===== config.mk =====
export PLATFORM = sky130hd
export DESIGN_NAME = switch_input_action_controller_core_flat
export DESIGN_NICKNAME = d
export VERILOG_FILES = /design/src/hw/rtl/sia_pkg.sv /design/src/hw/rtl/sia_if.sv /design/src/hw/rtl/sia_cfg_regs.sv /design/src/hw/rtl/sia_eval.sv /design/src/hw/rtl/sia_out_buf.sv /design/src/hw/rtl/switch_input_action_controller_core.sv /design/src/flat_wrapper.sv
export SDC_FILE = /design/constraint.sdc
export NUM_CORES = 1
export LEC_CHECK = 0
export BUFFER_PORTS_ARGS = -buffer_cell sky130_fd_sc_hd__buf_2
export CORE_UTILIZATION = 31
export CTS_BUF_LIST = sky130_fd_sc_hd__clkbuf_4 sky130_fd_sc_hd__clkbuf_8 sky130_fd_sc_hd__clkbuf_16
export DETAILED_ROUTE_END_ITERATION = 7
export GPL_TIMING_DRIVEN = 0
export PLACE_DENSITY = 0.52
export SKIP_CTS_REPAIR_TIMING = 1
export SLEW_MARGIN = 20
export SYNTH_ARGS = -nofsm -noshare
export SYNTH_HDL_FRONTEND = slang
export SYNTH_SLANG_ARGS = --single-unit

===== constraint.sdc =====
create_clock -name clk -period 4.17 [get_ports clk]
set_input_delay 0.834 -clock clk [delete_from_list [all_inputs] [get_ports clk]]
set_output_delay 0.834 -clock clk [all_outputs]
set_load 0.01 [all_outputs]

===== src/hw/rtl/sia_pkg.sv =====
`timescale 1ns / 1ps

package sia_pkg;

	// Countdown width and the widths fixed by the item fields
	localparam int unsigned DelayWidth     = 24;
	localparam int unsigned StepWidth      = 16;
	localparam int unsigned DelayTimeWidth = 24;
	localparam int unsigned CmpWidth       = (DelayWidth > StepWidth) ? DelayWidth : StepWidth;
	localparam int unsigned CfgIdxWidth    = 2;
	localparam int unsigned CfgDataWidth   = DelayTimeWidth;

	// Output command codes
	typedef enum logic [1:0] {
		CMD_ON     = 2'd0,
		CMD_OFF    = 2'd1,
		CMD_TOGGLE = 2'd2
	} cmd_t;

	// Switch type codes; code 7 is unused and issues nothing
	typedef logic [2:0] sw_type_t;
	localparam sw_type_t TYPE_NONE    = 3'd0;
	localparam sw_type_t TYPE_PRESS   = 3'd1;
	localparam sw_type_t TYPE_RELEASE = 3'd2;
	localparam sw_type_t TYPE_REMOTE  = 3'd3;
	localparam sw_type_t TYPE_PUSH    = 3'd4;
	localparam sw_type_t TYPE_DUAL    = 3'd5;
	localparam sw_type_t TYPE_DELAY   = 3'd6;

	// Request kinds
	localparam logic REQ_TICK = 1'b0;
	localparam logic REQ_HIT  = 1'b1;

	// Configuration register indexes
	typedef logic [CfgIdxWidth-1:0] cfg_idx_t;
	localparam cfg_idx_t REG_SWITCH_TYPE = 2'd0;
	localparam cfg_idx_t REG_PIN_PRESENT = 2'd1;
	localparam cfg_idx_t REG_DELAY_TIME  = 2'd2;

	typedef struct packed {
		sw_type_t                  switch_type;
		logic                      pin_present;
		logic [DelayTimeWidth-1:0] delay_time;
	} cfg_t;

	// Commands produced by one item, in order
	typedef struct packed {
		logic [1:0] cnt;
		cmd_t       cmd0;
		cmd_t       cmd1;
	} res_t;

endpackage


===== src/hw/rtl/sia_if.sv =====
`timescale 1ns / 1ps

interface sia_req_if import sia_pkg::*; ();
	logic                 valid;
	logic                 ready;
	logic                 req_type;
	logic [StepWidth-1:0] time_step;
	logic                 first_pin_level;
	logic                 second_pin_level;

	modport source (output valid, req_type, time_step, first_pin_level, second_pin_level,
		input ready);
	modport sink (input valid, req_type, time_step, first_pin_level, second_pin_level,
		output ready);
endinterface

interface sia_rsp_if import sia_pkg::*; ();
	logic       valid;
	logic       ready;
	logic [1:0] command;
	logic       last_command;

	modport source (output valid, command, last_command, input ready);
	modport sink (input valid, command, last_command, output ready);
endinterface

interface sia_cfg_if import sia_pkg::*; ();
	logic                    valid;
	logic                    ready;
	logic [CfgIdxWidth-1:0]  index;
	logic [CfgDataWidth-1:0] data;

	modport source (output valid, index, data, input ready);
	modport sink (input valid, index, data, output ready);
endinterface


===== src/hw/rtl/sia_cfg_regs.sv =====
`timescale 1ns / 1ps

module sia_cfg_regs import sia_pkg::*; (
	input  logic       clk,
	input  logic       arst_n,
	sia_cfg_if.sink    cfg,
	output cfg_t       cfg_q
);

	// Always take a write
	assign cfg.ready = 1'b1;

	// Update the addressed register on a transfer; other indexes are dropped
	always_ff @(posedge clk or negedge arst_n) begin
		if (!arst_n) begin
			cfg_q.switch_type <= TYPE_NONE;
			cfg_q.pin_present <= 1'b1;
			cfg_q.delay_time  <= '0;
		end else if (cfg.valid) begin
			case (cfg.index)
				REG_SWITCH_TYPE: cfg_q.switch_type <= cfg.data[2:0];
				REG_PIN_PRESENT: cfg_q.pin_present <= cfg.data[0];
				REG_DELAY_TIME:  cfg_q.delay_time  <= cfg.data[DelayTimeWidth-1:0];
				default: ;
			endcase
		end
	end

endmodule


===== src/hw/rtl/sia_eval.sv =====
`timescale 1ns / 1ps

module sia_eval import sia_pkg::*; (
	input  logic    clk,
	input  logic    arst_n,
	sia_req_if.sink req,
	input  cfg_t    cfg_q,
	input  logic    load_ok,
	output logic    load,
	output res_t    res
);

	logic                 valid_s1;
	logic                 req_type_s1;
	logic [StepWidth-1:0] time_step_s1;
	logic                 p1_level_s1;
	logic                 p2_level_s1;

	logic                  first_latch_q;
	logic                  second_latch_q;
	logic [DelayWidth-1:0] delay_rem_q;

	logic                  first_latch_d;
	logic                  second_latch_d;
	logic [DelayWidth-1:0] delay_rem_d;
	logic [DelayWidth-1:0] delay_load;
	logic [CmpWidth-1:0]   rem_ext;
	logic [CmpWidth-1:0]   step_ext;
	logic [CmpWidth-1:0]   rem_diff;
	logic [2:0]            ev;
	cmd_t                  c0, c1, c2;

	// Evaluate the held item whenever the result buffer can take its commands
	assign load      = valid_s1 && load_ok;
	assign req.ready = !valid_s1 || load_ok;

	// Hold the input item
	always_ff @(posedge clk or negedge arst_n) begin
		if (!arst_n) begin
			valid_s1 <= 1'b0;
		end else if (req.ready) begin
			valid_s1 <= req.valid;
		end
	end

	always_ff @(posedge clk) begin
		if (req.ready && req.valid) begin
			req_type_s1  <= req.req_type;
			time_step_s1 <= req.time_step;
			p1_level_s1  <= req.first_pin_level;
			p2_level_s1  <= req.second_pin_level;
		end
	end

	// Countdown arithmetic
	assign delay_load = DelayWidth'(cfg_q.delay_time);
	assign rem_ext    = CmpWidth'(delay_rem_q);
	assign step_ext   = CmpWidth'(time_step_s1);
	assign rem_diff   = rem_ext - step_ext;

	// Work out the events of this item in issue order: countdown or hit, first pin, second pin
	always_comb begin
		ev             = 3'b000;
		c0             = CMD_OFF;
		c1             = CMD_OFF;
		c2             = CMD_OFF;
		first_latch_d  = first_latch_q;
		second_latch_d = second_latch_q;
		delay_rem_d    = delay_rem_q;
		if (req_type_s1 == REQ_HIT) begin
			case (cfg_q.switch_type)
				TYPE_NONE, TYPE_PRESS, TYPE_RELEASE, TYPE_REMOTE: begin
					ev[0] = 1'b1;
					c0    = CMD_TOGGLE;
				end
				TYPE_PUSH: begin
					ev[0] = 1'b1;
					c0    = CMD_ON;
					ev[1] = 1'b1;
					c1    = CMD_OFF;
				end
				TYPE_DUAL: begin
					ev[0] = 1'b1;
					c0    = CMD_ON;
				end
				TYPE_DELAY: begin
					ev[0]       = 1'b1;
					c0          = CMD_ON;
					delay_rem_d = delay_load;
				end
				default: ;
			endcase
		end else begin
			// Run the countdown first
			if (cfg_q.switch_type == TYPE_DELAY && delay_rem_q != '0) begin
				if (step_ext >= rem_ext) begin
					delay_rem_d = '0;
					ev[0]       = 1'b1;
					c0          = CMD_OFF;
				end else begin
					delay_rem_d = DelayWidth'(rem_diff);
				end
			end
			if (cfg_q.pin_present) begin
				if (cfg_q.switch_type == TYPE_DUAL) begin
					if (!p1_level_s1) begin
						if (!first_latch_q) begin
							first_latch_d = 1'b1;
							ev[1]         = 1'b1;
							c1            = CMD_ON;
						end
					end else begin
						first_latch_d = 1'b0;
					end
					if (!p2_level_s1) begin
						if (!second_latch_q) begin
							second_latch_d = 1'b1;
							ev[2]          = 1'b1;
							c2             = CMD_OFF;
						end
					end else begin
						second_latch_d = 1'b0;
					end
				end else if (!p1_level_s1) begin
					if (!first_latch_q) begin
						first_latch_d = 1'b1;
						case (cfg_q.switch_type)
							TYPE_PRESS, TYPE_REMOTE: begin
								ev[1] = 1'b1;
								c1    = CMD_TOGGLE;
							end
							TYPE_PUSH: begin
								ev[1] = 1'b1;
								c1    = CMD_ON;
							end
							TYPE_DELAY: begin
								ev[1]       = 1'b1;
								c1          = CMD_ON;
								delay_rem_d = delay_load;
							end
							default: ;
						endcase
					end
				end else if (first_latch_q) begin
					first_latch_d = 1'b0;
					case (cfg_q.switch_type)
						TYPE_RELEASE: begin
							ev[1] = 1'b1;
							c1    = CMD_TOGGLE;
						end
						TYPE_PUSH: begin
							ev[1] = 1'b1;
							c1    = CMD_OFF;
						end
						default: ;
					endcase
				end
			end
		end
	end

	// Pack the events into at most two ordered commands
	always_comb begin
		res.cmd0 = c2;
		res.cmd1 = c2;
		if (ev[0]) begin
			res.cmd0 = c0;
			res.cmd1 = ev[1] ? c1 : c2;
		end else if (ev[1]) begin
			res.cmd0 = c1;
		end
		case (ev)
			3'b000:                 res.cnt = 2'd0;
			3'b001, 3'b010, 3'b100: res.cnt = 2'd1;
			default:                res.cnt = 2'd2;
		endcase
	end

	// Commit the switch state when the item is evaluated
	always_ff @(posedge clk or negedge arst_n) begin
		if (!arst_n) begin
			first_latch_q  <= 1'b0;
			second_latch_q <= 1'b0;
			delay_rem_q    <= '0;
		end else if (load) begin
			first_latch_q  <= first_latch_d;
			second_latch_q <= second_latch_d;
			delay_rem_q    <= delay_rem_d;
		end
	end

endmodule


===== src/hw/rtl/sia_out_buf.sv =====
`timescale 1ns / 1ps

module sia_out_buf import sia_pkg::*; (
	input  logic      clk,
	input  logic      arst_n,
	input  logic      load,
	input  res_t      res,
	output logic      load_ok,
	sia_rsp_if.source rsp
);

	logic [1:0] cnt_q;
	cmd_t       cmd0_q;
	cmd_t       cmd1_q;
	logic       xfer;

	assign xfer    = rsp.valid && rsp.ready;
	// Take new commands when empty or when the last one leaves this cycle
	assign load_ok = (cnt_q == 2'd0) || (cnt_q == 2'd1 && xfer);

	assign rsp.valid        = cnt_q != 2'd0;
	assign rsp.command      = cmd0_q;
	assign rsp.last_command = cnt_q == 2'd1;

	// Track how many commands wait
	always_ff @(posedge clk or negedge arst_n) begin
		if (!arst_n) begin
			cnt_q <= 2'd0;
		end else if (load) begin
			cnt_q <= res.cnt;
		end else if (xfer) begin
			cnt_q <= cnt_q - 2'd1;
		end
	end

	// Load or advance the command slots
	always_ff @(posedge clk) begin
		if (load) begin
			cmd0_q <= res.cmd0;
			cmd1_q <= res.cmd1;
		end else if (xfer) begin
			cmd0_q <= cmd1_q;
		end
	end

endmodule


===== src/hw/rtl/switch_input_action_controller_core.sv =====
`timescale 1ns / 1ps

// Switch input action controller. Each request is a timer tick (elapsed time and the two
// active-low pin levels) or a hit event; it yields zero, one or two commands (ON, OFF,
// TOGGLE) on the response channel, the final one flagged by last_command. A request sits
// in an input register and is evaluated combinationally into a two-slot command buffer,
// which the single response channel drains one command per transfer. A new request
// can be taken into the input register while the previous commands are still being
// handed out. Write the configuration registers (switch_type, pin_present, delay_time)
// only while idle.
module switch_input_action_controller_core import sia_pkg::*; (
	input  logic      clk,
	input  logic      arst_n,
	sia_cfg_if.sink   cfg,
	sia_req_if.sink   req,
	sia_rsp_if.source rsp
);

	cfg_t cfg_q;
	res_t res;
	logic load;
	logic load_ok;

	sia_cfg_regs u_cfg_regs (
		.clk    (clk),
		.arst_n (arst_n),
		.cfg    (cfg),
		.cfg_q  (cfg_q)
	);

	sia_eval u_eval (
		.clk     (clk),
		.arst_n  (arst_n),
		.req     (req),
		.cfg_q   (cfg_q),
		.load_ok (load_ok),
		.load    (load),
		.res     (res)
	);

	sia_out_buf u_out_buf (
		.clk     (clk),
		.arst_n  (arst_n),
		.load    (load),
		.res     (res),
		.load_ok (load_ok),
		.rsp     (rsp)
	);

`ifndef NO_ASSERTIONS
	// Only defined command codes leave the block
	a_cmd_code: assert property (@(posedge clk) disable iff (!arst_n)
		rsp.valid |-> (rsp.command == CMD_ON || rsp.command == CMD_OFF ||
			rsp.command == CMD_TOGGLE))
		else $error("undefined command code");

	// A non-final command is always followed by the final one of its request
	a_pair_follow: assert property (@(posedge clk) disable iff (!arst_n)
		rsp.valid && rsp.ready && !rsp.last_command |=> rsp.valid && rsp.last_command)
		else $error("second command of a pair missing");

	// With nothing pending on the response side a request is always taken
	a_ready_idle: assert property (@(posedge clk) disable iff (!arst_n)
		!rsp.valid |-> req.ready)
		else $error("request stalled with empty response buffer");
`endif

endmodule

===== src/flat_wrapper.sv =====
// flat-port wrapper written by rule: the top's interface ports become plain ports
module switch_input_action_controller_core_flat import sia_pkg::*;
  (clk, arst_n, cfg_valid, cfg_index, cfg_data, cfg_ready, req_valid, req_req_type, req_time_step, req_first_pin_level, req_second_pin_level, req_ready, rsp_valid, rsp_command, rsp_last_command, rsp_ready);
  sia_cfg_if cfg_i ();
  sia_req_if req_i ();
  sia_rsp_if rsp_i ();
  input  logic clk;
  input  logic arst_n;
  input wire logic [$bits(cfg_i.valid)-1:0] cfg_valid;
  input wire logic [$bits(cfg_i.index)-1:0] cfg_index;
  input wire logic [$bits(cfg_i.data)-1:0] cfg_data;
  output wire logic [$bits(cfg_i.ready)-1:0] cfg_ready;
  input wire logic [$bits(req_i.valid)-1:0] req_valid;
  input wire logic [$bits(req_i.req_type)-1:0] req_req_type;
  input wire logic [$bits(req_i.time_step)-1:0] req_time_step;
  input wire logic [$bits(req_i.first_pin_level)-1:0] req_first_pin_level;
  input wire logic [$bits(req_i.second_pin_level)-1:0] req_second_pin_level;
  output wire logic [$bits(req_i.ready)-1:0] req_ready;
  output wire logic [$bits(rsp_i.valid)-1:0] rsp_valid;
  output wire logic [$bits(rsp_i.command)-1:0] rsp_command;
  output wire logic [$bits(rsp_i.last_command)-1:0] rsp_last_command;
  input wire logic [$bits(rsp_i.ready)-1:0] rsp_ready;
  assign cfg_i.valid = cfg_valid;
  assign cfg_i.index = cfg_index;
  assign cfg_i.data = cfg_data;
  assign cfg_ready = cfg_i.ready;
  assign req_i.valid = req_valid;
  assign req_i.req_type = req_req_type;
  assign req_i.time_step = req_time_step;
  assign req_i.first_pin_level = req_first_pin_level;
  assign req_i.second_pin_level = req_second_pin_level;
  assign req_ready = req_i.ready;
  assign rsp_valid = rsp_i.valid;
  assign rsp_command = rsp_i.command;
  assign rsp_last_command = rsp_i.last_command;
  assign rsp_i.ready = rsp_ready;
  switch_input_action_controller_core u_core (.clk(clk), .arst_n(arst_n), .cfg(cfg_i), .req(req_i), .rsp(rsp_i));
endmodule

After elaboration in Yosys (flattened, before gate mapping)

Cells that the tools add are included.

Register bits after elaboration: 80
Bits of input ports: 50
Output and inout bits: 6

Add/subtract/negate cells: 2
Magnitude comparators: 1
Eq/ne operators: 13
Muxes and demuxes: 48
Bitwise operators: 1
Reduce and logical (&&, ||, !) cells: 29

Operators by type and width:

| cell                                                            | count |
|---|---|
| 24-bit 2-to-1 mux                                               | 9 |
| 2-bit 2-to-1 mux                                                | 16 |
| 16-bit by 24-bit >= comparator with 1-bit output                | 1 |
| 24-bit nonzero test                                             | 1 |
| 24-bit by 16-bit subtractor with 24-bit output                  | 1 |
| 1-bit 2-to-1 mux                                                | 20 |
| 3-bit == test, second input constant                            | 4 |
| 2-bit case mux with 2 select lines                              | 3 |
| 3-bit by 2-bit == test with 1-bit output, second input constant | 3 |
| 2-bit AND reduction                                             | 4 |
| 4-bit OR reduction                                              | 2 |
| 7-bit OR reduction                                              | 1 |
| 3-bit by 1-bit == test with 1-bit output, second input constant | 2 |
| 3-bit zero test                                                 | 2 |
| 2-bit OR reduction                                              | 3 |
| 3-bit OR reduction                                              | 2 |
| 1-bit logical AND                                               | 5 |
| 2-bit by 1-bit == test with 1-bit output, second input constant | 2 |
| 2-bit zero test                                                 | 2 |
| 4-bit AND reduction                                             | 1 |
| 2-bit nonzero test                                              | 2 |
| 3-bit AND reduction                                             | 1 |
| 2-bit == test, second input constant                            | 1 |
| 1-bit logical OR                                                | 2 |
| 4 further kinds                                                 | 4 |

Longest topological paths before layout

Word-level depth: 12
Mapped depth: 12

Hierarchy

A second synthesis with hierarchy kept.

Cell total of the unflattened synthesis: 432
Area, all modules: 4674.5 µm²

Modules (own cells, without submodules):

| module       | instances | cells each | area each (µm²) | sequential area each (µm²) |
|---|---|---|---|---|
| sia_eval     | 1         | 344        | 3189.3          | 1246.2 |
| sia_cfg_regs | 1         | 63         | 1166.1          | 701.9 |
| sia_out_buf  | 1         | 25         | 319.1           | 170.2 |

Worst setup path before layout

OpenSTA, ideal clock, no wires.

Path kind: reg-to-reg
Start: reg with a tool-made name
End: reg with a tool-made name
Library setup time: 136 ps
Arrival: 2561 ps
Required time: 4034 ps
Setup slack: 1473 ps
Cell stages (with the launch flop): 13
Path buffers: 1
Cell sequence: dfrtp_1 > inv_1 > ha_1 > inv_1 > fa_1 > a211oi_1 > o211ai_1 > and3_1 > o32a_1 > and2_1 > buf_6 > o211ai_1 > o311ai_1

==> qor.csv <==
stage,metric,value,unit
pwr,Leak,2.26,nW
global_routing,GRT overflow,0,
layout,layout cells sized above 1,20.7,%
run_status,outcome,"complete, no violations",
drt,DRT Pass-1 Iters,5,
timing,Setup TNS,0,ns
yosys,synthesized area,4760,sq um
global_routing,first-pass GRT wire length,20.9,mm
hold_path,worst min path class,flip-flop to flip-flop,
run,Max-cap violations,0,
place,gpl congestion,0.845,
drt,Post-route DRC,0,
drt,Vias/cell,5.53,
floorplan,core area,14800,sq um
place,Post-DP HPWL,9.65,mm
clock_tree,CTS tree,built,
critical_path,"critical path fanouts, max",5,
layout,post-layout util,37.7,%
floorplan,Die Wd,126,microns
layout,Antenna diodes,0,
yosys,post-synthesis cell count,491,
yosys,"Net Count, Synth",560,
clock_tree,TritonCTS buffer count,9,
global_routing,largest net degree at the start of global routing,58,
critical_path,CP endpoint kind,flip-flop,
yosys,post-synth top area cell,dfrtp_1,
layout,post-route cell area,5560,sq um
floorplan,Die Span Y,126,microns
place,dpl cell area,5260,sq um
yosys,Synth top cells by count,"dfrtp_1, nand2_1, nor2_1",
floorplan,Initial Util,32.2,%
clock_tree,H-Tree Depth,3,
timing,worst slew pin tran,1.02,ns
timing,Worst Skew,0.00859,ns
critical_path,slowest CP cell,nor3_1,
critical_path,crit path DAT,3.61,ns
timing,RSZ-0062 raised after global routing,no,
pwr,Peak VDD IR,0.000262,V
yosys,Post-synth top flop,dfrtp_1,
critical_path,CP startpoint kind,flip-flop,
timing,final hold viol count,0,
critical_path,R2R Setup Slk,0.77,ns
critical_path,ordered cell list for the critical path,inv_1 > ha_1 > inv_1 > fa_1 > a211oi_1 > o211ai_1 > and3_1 > o31a_1 > nor3_1 > o21ai_0 > o21ai_1,
layout,Post-layout nets,625,
timing,Final min period,3.40,ns
place,DP Cell Count,729,
layout,Post-Layout Cell Count,745,
yosys,Unique masters post-synth,66,
global_routing,antenna violations before repair,0,
timing,Max Transition Viols Final,0,
layout,synthesis-to-layout area growth,16.9,%
yosys,"EDFF count, synth",23,
yosys,dominant cells by area after synthesis,"dfrtp_1, edfxtp_1, mux2_2, ha_1, nand2_1",
timing,f_max,294,MHz
drt,via count,4117,
floorplan,FP Rows,44,
drt,WL final,12.9,mm
timing,period utilisation layout,81.6,%
yosys,area share of the largest cell type after synthesis,29.5,%
place,Port Buf Inserts,54,
yosys,ys async rst share,71.3,%
floorplan,IO Pins,56,
clock_tree,clock-pin transition on the worst setup and hold timing paths,0.07,ns
yosys,top-count cell post-synth,dfrtp_1,
critical_path,cell mode on critical path,inv_1,
global_routing,gr usage total,17.1,%
timing,Worst slew margin,32.1,%
clock_tree,clk_lat worst skew,0.35,ns
critical_path,CP Class,flip-flop to flip-flop,
floorplan,die area,15800,sq um
critical_path,Worst Path Required,4.37,ns
clock_tree,root buffer cell,clkbuf_16,
critical_path,Worst path max stage delay,0.58,ns
drt,WL/cell,17.4,microns
yosys,synth warn,0,
yosys,sequential share of the synthesized area,44.5,%
drt,Iteration-0 DRC Markers,272,
clock_tree,CTS Buffer Depth,2,
pwr,post-layout power,3.84,mW
pwr,total power per unit cell area,691,nW/um^2
timing,final setup fails,0,
global_routing,vias in the first global route,4056,
yosys,mean area per synthesized cell,9.69,sq um
yosys,Seq cells post-synth,80,
drt,Routed Antenna Nets,0,
clock_tree,Sink Count,80,
## area by class of cell
cell class,count,area (sq um)
Tap cell,184,230
Multi-Input combinational cell,362,2440
Buffer,22,101
Inverter,27,101
Fill cell,1492,9200
Clock inverter,6,48.8
Clock buffer,10,250
Sequential cell,80,2120
Timing Repair Buffer,54,273
## through the flow
step | hold WS [ns] | setup WS (ns)
4_1_cts | 0.451 | 0.723
6_report | 0.446 | 0.767
3_5_place_dp | 0.442 | 0.764
2_1_floorplan | 0.420 | 1.47
5_1_grt | 0.480 | 0.553
3_3_place_gp | 0.437 | 0.789
## power breakdown
| group | internal [mW] | switching (mW) | total [mW] |
|---|---|---|---|
| clock network | 0.446 | 0.350 | 0.796 |
| registers | 1.07 | 0.195 | 1.26 |
| logic | 0.688 | 1.10 | 1.79 |
## worst paths after layout
| kind | start | end | cells after the start |
|---|---|---|---|
| setup reg to reg | flip-flop | u_core.u_out_buf.rsp.command[0] | 11 |
| hold / removal | u_core.u_eval.p2_level_s1 | u_core.u_eval.second_latch_q | 1 |
| min in group asynchronous | arst_n | asynchronous set/reset pin | 1 |
| max in group asynchronous | arst_n | u_core.u_cfg_regs.cfg_q[3] | 1 |
| hold reg to reg | u_core.u_eval.p2_level_s1 | u_core.u_eval.second_latch_q | 1 |
| setup / recovery | flip-flop | u_core.u_out_buf.rsp.command[0] | 11 |
## kinds of logic after synthesis
family	count (synthesis)	synth area share (%)
multiplexers	30	7.08
adder cells (fa/ha/maj)	19	5.16
flip-flops	80	44.5
other	2	0.158
AO/OA/AOI/OAI	146	20.4
AND/OR/NAND/NOR	155	16.6
buffers and inverters	49	4.26
XOR/XNOR	10	1.84
## cells in the final DEF, fill, tap and decap left out, types with 4 or more instances in the layout
| master | synthesis | routed |
|---|---|---|
| clkbuf_1 | 16 | 16 |
| buf_2 | 3 | 56 |
| o21ai_0 | 27 | 27 |
| a22oi_1 | 13 | 13 |
| o31ai_1 | 4 | 4 |
| a21oi_1 | 30 | 30 |
| nor3_1 | 15 | 15 |
| mux2_2 | 29 | 29 |
| nand4_1 | 5 | 5 |
| a21o_1 | 8 | 8 |
| inv_1 | 26 | 26 |
| a211oi_1 | 8 | 8 |
| o211ai_1 | 9 | 9 |
| ha_1 | 18 | 18 |
| nand2b_1 | 5 | 5 |
| xnor2_1 | 7 | 7 |
| edfxtp_1 | 23 | 23 |
| a31oi_1 | 6 | 6 |
| nand3b_1 | 4 | 4 |
| nand2_1 | 42 | 42 |
| o22ai_1 | 5 | 5 |
| nor2_1 | 32 | 32 |
| clkbuf_16 | 0 | 10 |
| nor4_1 | 9 | 9 |
| o21a_1 | 4 | 4 |
| nand3_1 | 22 | 22 |
| dfrtp_1 | 56 | 56 |
## metal layers
metal	up-vias	global-route usage (%)	wire, microns
met1	1992	22.0	5870
met3	25	4.46	738
met5	-	0	0
met2	131	27.6	6040
met4	0	6.45	284
li1	1969	-	-
## worst max-delay path: cells and delay by family (launching register included)
kind | cells | cell delay (ns)
adders and majority gates | 2 | 0.66
DFF | 1 | 0.38
and+or+nand+nor | 2 | 0.87
AOI/OAI and AO/OA | 5 | 1.19
buffers and inverters | 2 | 0.16
No activity file was read; power rests on OpenSTA's default activity.
